[src/sv/qrs_sqrt_cell.sv]
// One integer square-root cell: resolves one root bit from two radicand bits.
// No package dependencies; instantiated by qrs_sqrt_chain.
module qrs_sqrt_cell #(
    parameter int RB  = 16,
    parameter int SBW = 1
) (
    input  logic            clk,
    input  logic            rst_n,
    input  logic            adv,
    input  logic            in_valid,
    input  logic [RB:0]     in_rem,
    input  logic [2*RB-1:0] in_rad,
    input  logic [RB-1:0]   in_root,
    input  logic [SBW-1:0]  in_sb,
    output logic            out_valid,
    output logic [RB:0]     out_rem,
    output logic [2*RB-1:0] out_rad,
    output logic [RB-1:0]   out_root,
    output logic [SBW-1:0]  out_sb
);
    logic            valid_reg;
    logic [RB:0]     rem_reg, rem_next;
    logic [2*RB-1:0] rad_reg;
    logic [RB-1:0]   root_reg, root_next;
    logic [SBW-1:0]  sb_reg;
    logic [RB+2:0]   shifted;
    logic [RB+3:0]   trial;
    logic            take;

    always_comb
    begin
        shifted   = {in_rem, in_rad[2*RB-1:2*RB-2]};
        trial     = {1'b0, shifted} - {2'b00, in_root, 2'b01};
        take      = !trial[RB+3];
        rem_next  = take ? trial[RB:0] : shifted[RB:0];
        root_next = {in_root[RB-2:0], take};
    end

    always_ff @(posedge clk or negedge rst_n)
    begin
        if (!rst_n)
        begin
            valid_reg <= 1'b0;
        end
        else if (adv)
        begin
            valid_reg <= in_valid;
        end
    end

    always_ff @(posedge clk)
    begin
        if (adv)
        begin
            rem_reg  <= rem_next;
            rad_reg  <= {in_rad[2*RB-3:0], 2'b00};
            root_reg <= root_next;
            sb_reg   <= in_sb;
        end
    end

    assign out_valid = valid_reg;
    assign out_rem   = rem_reg;
    assign out_rad   = rad_reg;
    assign out_root  = root_reg;
    assign out_sb    = sb_reg;
endmodule

[src/sv/qrs_sqrt_chain.sv]
// Row of square-root cells giving floor(sqrt(radicand)), one root bit per cell.
// Depends on qrs_sqrt_cell.
module qrs_sqrt_chain #(
    parameter int RB  = 16,
    parameter int SBW = 1
) (
    input  logic            clk,
    input  logic            rst_n,
    input  logic            adv,
    input  logic            in_valid,
    input  logic [2*RB-1:0] in_rad,
    input  logic [SBW-1:0]  in_sb,
    output logic            out_valid,
    output logic [RB-1:0]   out_root,
    output logic [SBW-1:0]  out_sb
);
    logic            v_link    [0:RB];
    logic [RB:0]     rem_link  [0:RB];
    logic [2*RB-1:0] rad_link  [0:RB];
    logic [RB-1:0]   root_link [0:RB];
    logic [SBW-1:0]  sb_link   [0:RB];

    assign v_link[0]    = in_valid;
    assign rem_link[0]  = '0;
    assign rad_link[0]  = in_rad;
    assign root_link[0] = '0;
    assign sb_link[0]   = in_sb;

    for (genvar i = 0; i < RB; i++)
    begin : g_cell
        qrs_sqrt_cell #(
            .RB  (RB),
            .SBW (SBW)
        ) u_cell (
            .clk       (clk),
            .rst_n     (rst_n),
            .adv       (adv),
            .in_valid  (v_link[i]),
            .in_rem    (rem_link[i]),
            .in_rad    (rad_link[i]),
            .in_root   (root_link[i]),
            .in_sb     (sb_link[i]),
            .out_valid (v_link[i+1]),
            .out_rem   (rem_link[i+1]),
            .out_rad   (rad_link[i+1]),
            .out_root  (root_link[i+1]),
            .out_sb    (sb_link[i+1])
        );
    end

    assign out_valid = v_link[RB];
    assign out_root  = root_link[RB];
    assign out_sb    = sb_link[RB];
endmodule

[config.mk]
export PLATFORM = sky130hd
export DESIGN_NAME = qrs_sqrt_chain
export DESIGN_NICKNAME = d
export VERILOG_FILES = /design/src/sv/qrs_sqrt_cell.sv /design/src/sv/qrs_sqrt_chain.sv
export SDC_FILE = /design/constraint.sdc
export NUM_CORES = 1
export LEC_CHECK = 0
export BUFFER_PORTS_ARGS = -buffer_cell sky130_fd_sc_hd__buf_4
export CAP_MARGIN = 10
export CORE_ASPECT_RATIO = 0.9
export CORE_MARGIN = 2
export CORE_UTILIZATION = 30
export CTS_CLUSTER_DIAMETER = 150
export DETAILED_ROUTE_END_ITERATION = 6
export GPL_TIMING_DRIVEN = 1
export HOLD_SLACK_MARGIN = 0.08
export MAX_ROUTING_LAYER = met4
export PLACE_DENSITY = 0.53
export SYNTH_ARGS = -nofsm -noshare
export SYNTH_HDL_FRONTEND = slang
export SYNTH_SLANG_ARGS = --single-unit
[constraint.sdc]
create_clock -name clk -period 7.7 [get_ports clk]
set_input_delay 0.385 -clock clk [delete_from_list [all_inputs] [get_ports clk]]
set_output_delay 0.385 -clock clk [all_outputs]
set_load 0.01 [all_outputs]
==> impl_metrics.ini <==
[grt]
grt_first_pass_wirelength_mm = 78.65
grt_max_degree = 162
grt_pass1_vias = 16300
grt-ovfl-total = 0
track_usage = 0.09844
grt_antenna_before_repair = 0

[setup_path]
start_kind = register
crit_type = register to register
worstPathArrival_ns = 3.79
cp-end-kind = register
critPathMaxFanout = 24
required_ns = 8.05

[detailed_routing]
drt-initial-drc-count = 939
postRouteAntennaNets = 0
vias_per_cell = 4.520
route.vias.total = 16160
drc_errors = 0
routedWlPerCell_um = 13.10
finalWirelength_mm = 46.84
drt-pass1-iter-count = 7

[clock_tree]
cts.sinks = 645
tritoncts = built
cts_buffers = 73
clock_latency_ns = 0.61
cts.root.buffer_cell = clkbuf_16
clkTransAtPathRegs_ns = 0.06
h-tree-depth = 3
cts_buffer_depth = 3

[floorplanning]
dieArea_sq_mm = 0.09845
die_w_um = 330.5
initial_core_util = 0.3033
core_sq_mm = 0.09492
rows = 107
dieHeight_um = 297.9
ios = 55

[power_and_ir_drop]
p_leak_nw = 12.63
ir_drop_mv = 0.1693
power_density_mw_per_mm2 = 274.7

[synth]
synthTopCellsByArea = edfxtp_1, ha_1, inv_1
syn-instance-count = 2120
synth_top_area_cell = edfxtp_1
synth_nets = 2294
synth_edf_count = 629
synth_ff_type = edfxtp_1
synth_top_area_frac = 0.6561
ys_ff_latch = 645
ys_seq_area_frac = 0.6701
netlist_area_sq_mm = 0.02879
synth_cell_types = 74
synth_area_per_cell_sq_um = 13.58
ys_warn_count = 0
async_reset_ff_frac = 0.02481

[finish]
antennaDiodeCount = 0
area_growth_pct = 16.18
nets = 2440
mostFrequentLayoutCells = edfxtp_1, inv_1, nand2_1
layoutNonFillerInstCount = 3575
drive_gt1_frac = 0.1021
fillCellCount = 9039
final_common_cell = edfxtp_1

[sta]
skew_ns = 0.01533
tightest_slew_ns = 1.082
hold_viol_final = 0
slew-limit-headroom = 0.2784
tns_ns = 0
holdWs_ns = 0.1638
fin_crit_ns = 3.441
finalSetupViolations = 0
clock.fmax_ghz = 0.2906
setup_slack_ns = 4.259
finalCritPeriodShare = 0.4468
finalMaxSlewViolations = 0
rsz0062_at_grt = no

[min_path]
min_path_type = input port to asynchronous set/reset pin

[run_status]
outcome = completed

[placed_design]
dp_hpwl_mm = 31.62
place_congestion = 0.8878
place_ws_ns = 4.247
place_inst = 3408
io_buffer_count = 54

[job]
drv_cap = 0
## metrics by stage
step,power (W),util,area [sq um]
3_5_place_dp,0.005847,0.3236,30720
6_report,0.009186,0.3523,33440
5_1_grt,0.009669,0.3523,33440
2_1_floorplan,0.005469,-,28790
4_1_cts,0.009321,0.3523,33440
3_3_place_gp,0.005801,0.3236,30720
## path summary, 6_finish.rpt
check / startpoint / endpoint / slack (ns) / cells after the start
hold / removal: rst_n / g_cell[0].u_cell.out_valid / 0.16 / 2
setup / recovery: g_cell[13].u_cell.out_rem[5] / g_cell[14].u_cell.out_rem[13] / 4.26 / 8
setup reg to reg: g_cell[13].u_cell.out_rem[5] / g_cell[14].u_cell.out_rem[13] / 4.26 / 8
hold reg to reg: g_cell[1].u_cell.out_rad[23] / g_cell[2].u_cell.out_rad[25] / 0.41 / 0
max in group asynchronous: rst_n / g_cell[10].u_cell.out_valid / 7.36 / 2
min in group clk: adv / g_cell[0].u_cell.out_rad[16] / 0.23 / 1
## state kept, by name, indices dropped and copies added, names as in the netlist
name and flops:
g_cell.u_cell.out_sb 16, g_cell.u_cell.out_rad 240, g_cell.u_cell.out_rem 237, g_cell.u_cell.out_valid 16
g_cell.u_cell.out_root 136
## logic make-up (layout without fill, tap and decap cells)
logic type,Yosys count,after routing,synth area share
AO/OA/AOI/OAI,390,390,0.08615
XOR/XNOR,154,154,0.04686
adder cells (fa/ha/maj),137,137,0.05955
buffers and inverters,227,429,0.03051
flip-flops,645,645,0.6701
multiplexers,54,54,0.02086
other,1,1,0.0001303
AND/OR/NAND/NOR,512,512,0.08589
## per-layer routing
layer  global-route usage  part of all wire  up-vias
li1                     -                 -     8119
met1               0.1221              0.46     7681
met2               0.1556              0.47      256
met3              0.02231             0.040      104
met4              0.03878             0.030        0
met5                    -                 0        -
## layout make-up
type	count	area, sq um	share of cell area
Clock buffer	94	1979	0.05919
Clock inverter	37	385.4	0.01152
Inverter	199	749.5	0.02241
Multi-Input combinational cell	1248	8620	0.2577
Sequential cell	645	19290	0.5768
Tap cell	1253	1568	0.04688
Timing Repair Buffer	99	853.3	0.02552
## Yosys cell counts (all sizes together), types with 10 or more instances
cell	instances
nor4	18
a21o	25
inv	199
nand2b	21
nor3	48
and2	12
nand2	138
nor2b	24
or4	10
ha	137
o21ai	111
dfrtp	16
edfxtp	629
xor2	72
o31ai	13
clkbuf	19
xnor2	82
a21boi	11
nor2	136
o21a	39
a21oi	109
a211oi	12
or3	28
mux2	45
nand3	37
## worst max-delay path: stages (launching register included)
cell and delay [ns]:
edfxtp_1 0.39, ha_1 0.36, a41o_1 0.27, a221oi_1 0.43, o21ai_0 0.16, o21a_1 0.22, a21oi_2 0.77, inv_1 0.24
mux2_2 0.34
## where the power goes
part | leakage, nW | switching, W | internal, W | total (W)
combinational | 5.26 | 0.000684 | 0.000574 | 0.00126
sequential | 6.22 | 0.000193 | 0.00434 | 0.00453
clock | 1.16 | 0.00137 | 0.00203 | 0.00340
## repair_timing
action | 4_1_cts | 5_1_grt
gates resized for setup | 0 | 0
buffers inserted | 0 | 0
hold buffers | 36 | 0
hold endpoints to repair | 51 | 0
No activity file was read; power rests on OpenSTA's default activity.
