### src/sv/qrs_div_cell.sv
// One restoring-division cell: resolves one quotient bit per beat.
// No package dependencies; instantiated by qrs_div_chain.
module qrs_div_cell #(
    parameter int NUMW = 16,
    parameter int DENW = 16,
    parameter int SBW  = 1
) (
    input  logic            clk,
    input  logic            rst_n,
    input  logic            adv,
    input  logic            in_valid,
    input  logic [DENW-1:0] in_rem,
    input  logic [NUMW-1:0] in_num,
    input  logic [DENW-1:0] in_den,
    input  logic [SBW-1:0]  in_sb,
    output logic            out_valid,
    output logic [DENW-1:0] out_rem,
    output logic [NUMW-1:0] out_num,
    output logic [DENW-1:0] out_den,
    output logic [SBW-1:0]  out_sb
);
    logic            valid_reg;
    logic [DENW-1:0] rem_reg, rem_next;
    logic [NUMW-1:0] num_reg, num_next;
    logic [DENW-1:0] den_reg;
    logic [SBW-1:0]  sb_reg;
    logic [DENW:0]   shifted;
    logic [DENW+1:0] trial;
    logic            take;

    always_comb
    begin
        shifted  = {in_rem, in_num[NUMW-1]};
        trial    = {1'b0, shifted} - {2'b00, in_den};
        take     = !trial[DENW+1];
        rem_next = take ? trial[DENW-1:0] : shifted[DENW-1:0];
        num_next = {in_num[NUMW-2:0], take};
    end

    always_ff @(posedge clk or negedge rst_n)
    begin
        if (!rst_n)
        begin
            valid_reg <= 1'b0;
        end
        else if (adv)
        begin
            valid_reg <= in_valid;
        end
    end

    always_ff @(posedge clk)
    begin
        if (adv)
        begin
            rem_reg <= rem_next;
            num_reg <= num_next;
            den_reg <= in_den;
            sb_reg  <= in_sb;
        end
    end

    assign out_valid = valid_reg;
    assign out_rem   = rem_reg;
    assign out_num   = num_reg;
    assign out_den   = den_reg;
    assign out_sb    = sb_reg;
endmodule

### src/sv/qrs_div_chain.sv
// Row of division cells giving an unsigned truncated quotient, one bit per cell.
// Depends on qrs_div_cell.
module qrs_div_chain #(
    parameter int NUMW = 16,
    parameter int DENW = 16,
    parameter int SBW  = 1
) (
    input  logic            clk,
    input  logic            rst_n,
    input  logic            adv,
    input  logic            in_valid,
    input  logic [NUMW-1:0] in_num,
    input  logic [DENW-1:0] in_den,
    input  logic [SBW-1:0]  in_sb,
    output logic            out_valid,
    output logic [NUMW-1:0] out_quot,
    output logic [SBW-1:0]  out_sb
);
    logic            v_link   [0:NUMW];
    logic [DENW-1:0] rem_link [0:NUMW];
    logic [NUMW-1:0] num_link [0:NUMW];
    logic [DENW-1:0] den_link [0:NUMW];
    logic [SBW-1:0]  sb_link  [0:NUMW];

    assign v_link[0]   = in_valid;
    assign rem_link[0] = '0;
    assign num_link[0] = in_num;
    assign den_link[0] = in_den;
    assign sb_link[0]  = in_sb;

    for (genvar i = 0; i < NUMW; i++)
    begin : g_cell
        qrs_div_cell #(
            .NUMW (NUMW),
            .DENW (DENW),
            .SBW  (SBW)
        ) u_cell (
            .clk       (clk),
            .rst_n     (rst_n),
            .adv       (adv),
            .in_valid  (v_link[i]),
            .in_rem    (rem_link[i]),
            .in_num    (num_link[i]),
            .in_den    (den_link[i]),
            .in_sb     (sb_link[i]),
            .out_valid (v_link[i+1]),
            .out_rem   (rem_link[i+1]),
            .out_num   (num_link[i+1]),
            .out_den   (den_link[i+1]),
            .out_sb    (sb_link[i+1])
        );
    end

    assign out_valid = v_link[NUMW];
    assign out_quot  = num_link[NUMW];
    assign out_sb    = sb_link[NUMW];
endmodule

### config.mk
export PLATFORM = sky130hd
export DESIGN_NAME = qrs_div_chain
export DESIGN_NICKNAME = d
export VERILOG_FILES = /design/src/sv/qrs_div_cell.sv /design/src/sv/qrs_div_chain.sv
export SDC_FILE = /design/constraint.sdc
export NUM_CORES = 1
export LEC_CHECK = 0
export BUFFER_PORTS_ARGS = -buffer_cell sky130_fd_sc_hd__buf_2
export CAP_MARGIN = 20
export CORE_ASPECT_RATIO = 0.75
export CORE_MARGIN = 3
export CORE_UTILIZATION = 35
export DETAILED_ROUTE_END_ITERATION = 8
export PLACE_DENSITY = 0.58
export REMOVE_ABC_BUFFERS = 1
export SYNTH_ARGS = -nofsm -noshare
export SYNTH_HDL_FRONTEND = slang
export SYNTH_SLANG_ARGS = --single-unit
### constraint.sdc
create_clock -name clk -period 3 [get_ports clk]
set_input_delay 0.9 -clock clk [delete_from_list [all_inputs] [get_ports clk]]
set_output_delay 0.9 -clock clk [all_outputs]
set_load 0.02 [all_outputs]
==> impl_metrics.yaml <==
run_status:
  status: "finished, violations left"
  violations: "negative setup slack"
route:
  drc: 0
  drtIter0Drc: 1096
  drt_first_pass_iters: 7
  via_count: 21558
  drt_wl_total_microns: 66400
  drtAntennaViolNets: 0
  viasPerCell: 4.72
  avgRoutedWirePerCell_microns: 14.5
pwr:
  vdd_drop_max_uv: 465
  switchingPower_uw: 14000
  internal_power_uw: 30200
  total_power_uw: 44100
  power.static_leakage_uw: 0.0175
  seq_power_share: 0.365
  comb_power_share: 0.385
  pwr_density_cell_mw_per_mm2: 998
  switching_share: 0.316
  clock_power_share: 0.250
synthesis:
  synthDistinctLibCells: 75
  synth_area_per_cell_sq_um: 13.2
  yosysWarnings: 0
  yosysSeqAreaShare: 0.625
  ys_ff_latch: 768
  synth-edff-count: 752
  synth_ff_type: "edfxtp_1"
  async_reset_ff_frac: 0.0208
  syn_inst: 2782
  syn_area_sq_mm: 0.0368
cells_and_area:
  area_growth_pct: 20.2
  drive_gt1_frac: 0.200
  layoutNonFillerInstCount: 4571
  final_common_cell: "edfxtp_1"
  num_antenna_cells: 0
  final.fill_count: 9436
  nNetsFinal: 3392
  most-common-layout-cells: "edfxtp_1 (752), inv_1 (309), ha_1 (233)"
setup_path:
  crit_start: "g_cell[8].u_cell.out_den[1]"
  r2r_end: "g_cell[9].u_cell.out_rem[4]"
  r2r_cells: 10
  worstSetupEndpointType: "flop"
  r2r_setup_slack_ns: -0.04
  crit_slowest_cell: "or4_4"
  crit_fanout: 5
  required_ns: 3.38
  cp_data_arrival_time_ns: 3.42
  crit_type: "reg2reg"
  worst-path-stages: 10
  path_buf_inv: 2
  critPathCapture: "g_cell[9].u_cell.out_rem[4]"
  cp_top_family: "compound AO/OA/AOI/OAI gates"
  worstPathCellList: "inv_2 -> ha_4 -> nor2b_4 -> o31a_1 -> o41a_1 -> a31oi_4 -> nor3_2 -> or4_4 -> buf_8 -> mux2_4"
  critPathMaxStageDelay_ns: 0.53
  r2r-start: "g_cell[8].u_cell.out_den[1]"
  startpoint_type: "flop"
sta:
  period_share: 1.01
  setup_viol: 4
  setup_tns_ns: -0.0607
  grt_setup_unrepaired: "yes"
  max_freq_mhz: 329
  fin_worst_skew_ns: 0.0378
  final.min_clock_period_ns: 3.04
  slew_viol_final: 0
  hold_viol: 0
  max-slew-margin-rel: 0.401
  tightest_slew_ns: 0.890
  setup_ws_ns: -0.0400
cts:
  hold_buffers: 0
  cts_tree: "built"
  clock_latency_ns: 0.67
  clk_pin_slew_ns: 0.06
  cts-htree-levels: 3
  cts_sinks: 768
  clockRootBuffer: "clkbuf_16"
  clockBufferDepth: 3
  cts_buffers: 81
placed_design:
  dp_hpwl_microns: 45900
  dp.cells: 4370
  port_buffers: 54
  gp_congestion: 0.806
floorplanning:
  rows: 102
  core_area_sq_mm: 0.104
  die_y_microns: 287
  dieArea_sq_mm: 0.109
  initial_utilization: 0.355
  ios: 55
  fp.dieW_microns: 380
global_route:
  overflow: 0
  grt_pass1_wl_microns: 107000
  grt_util_all_layers: 0.119
  grt_pass1_vias: 20966
  antenna_found_initial: 1
  grt_max_degree: 85
hold_path:
  min_path_type: "in2async"
job:
  maxCapViolCount: 0
-- area by class of cell --
cell class / count / area (sq um) / area share
Clock inverter: 59 / 872 / 0.0197
Tap cell: 1404 / 1760 / 0.0397
Sequential cell: 768 / 23000 / 0.520
Clock buffer: 91 / 2090 / 0.0472
Multi-Input combinational cell: 1662 / 13000 / 0.294
Timing Repair Buffer: 269 / 2340 / 0.0530
Inverter: 318 / 1190 / 0.0270
-- what timing repair did --
item,in CTS,in global routing
cloned,2,7
setup endpoints to repair,42,130
gates resized for setup,30,101
setup buffers,5,38
pin swaps,8,34
-- power groups by stage --
| stage | registers, uW | clock network, uW | logic [uW] |
|---|---|---|---|
| after floorplan | 15800 | 0 | 11200 |
| after global placement | 16300 | 0 | 15200 |
| after detailed placement | 16300 | 0 | 15400 |
| after CTS | 16100 | 11500 | 15800 |
| after global routing | 16400 | 11900 | 18900 |
| final | 16100 | 11000 | 17000 |
-- sequential cells by signal (all words and copies together), names as in the netlist --
name	flops
g_cell.u_cell.out_den	240
g_cell.u_cell.out_num	256
g_cell.u_cell.out_rem	240
g_cell.u_cell.out_sb	16
g_cell.u_cell.out_valid	16
-- worst min-delay path by stage --
| stage | cells past startpoint | slack [ns] | to |
|---|---|---|---|
| 2_1_floorplan | 0 | 0.40 | g_cell[10].u_cell.out_num[10] |
| 6_report | 1 | 0.17 | g_cell[15].u_cell.out_valid |
| 5_1_grt | 1 | 0.14 | g_cell[15].u_cell.out_valid |
| 4_1_cts | 1 | 0.11 | g_cell[15].u_cell.out_valid |
| 3_5_place_dp | 0 | 0.40 | g_cell[11].u_cell.out_num[11] |
| 3_3_place_gp | 0 | 0.40 | g_cell[7].u_cell.out_num[9] |
-- cell usage after synthesis, drive strengths merged, types with 6 or more instances --
master | number | share of area
o21ai | 162 | 0.023
o221ai | 6 | 0.0014
a2111oi | 8 | 0.0019
inv | 318 | 0.032
a21o | 55 | 0.011
o31ai | 24 | 0.0049
nand2 | 126 | 0.013
nor2b | 26 | 0.0044
xnor2 | 94 | 0.022
clkbuf | 24 | 0.0024
a21boi | 6 | 0.0012
a31oi | 25 | 0.0047
o21a | 32 | 0.0065
nor2 | 172 | 0.018
dfrtp | 16 | 0.011
and3 | 10 | 0.0017
nand3 | 18 | 0.0024
edfxtp | 752 | 0.61
a41oi | 10 | 0.0024
o21bai | 14 | 0.0029
mux2i | 11 | 0.0030
o211ai | 12 | 0.0024
ha | 241 | 0.082
o31a | 15 | 0.0036
mux2 | 119 | 0.038
nor4b | 6 | 0.0016
xor2 | 52 | 0.012
nand4 | 8 | 0.0014
fa | 14 | 0.0076
nor3 | 33 | 0.0045
nand2b | 38 | 0.0065
buf | 17 | 0.0036
a211oi | 23 | 0.0051
a21oi | 211 | 0.029
or2 | 10 | 0.0017
-- per-layer routing --
layer	GRT usage	routed length, microns	up-vias
li1	-	-	10955
met4	0.0330	1520	0
met1	0.165	32100	10220
met3	0.0258	2480	111
met5	0	0	-
met2	0.190	30300	272
-- stage by stage --
| stage | cell area, sq um | setup WS, ns | util | hold WS [ns] |
|---|---|---|---|---|
| after floorplan | 36600 | -0.595 | - | 0.400 |
| after detailed placement | 40200 | -0.242 | 0.387 | 0.405 |
| after global routing | 44200 | -0.154 | 0.426 | 0.136 |
| after CTS | 43300 | -0.122 | 0.417 | 0.110 |
| after global placement | 40200 | -0.244 | 0.387 | 0.400 |
| final | 44200 | -0.0400 | 0.426 | 0.171 |
-- cells by family (layout without fill, tap and decap cells) --
kind of cell / Yosys count / count (layout) / synth area share
other: 1 / 7 / 0.000102
adder cells (fa/ha/maj): 255 / 255 / 0.0896
AO/OA/AOI/OAI: 655 / 656 / 0.113
flip-flops: 768 / 768 / 0.625
buffers and inverters: 359 / 737 / 0.0385
AND/OR/NAND/NOR: 468 / 468 / 0.0588
XOR/XNOR: 146 / 146 / 0.0348
multiplexers: 130 / 130 / 0.0407
No activity file was read; power rests on OpenSTA's default activity.
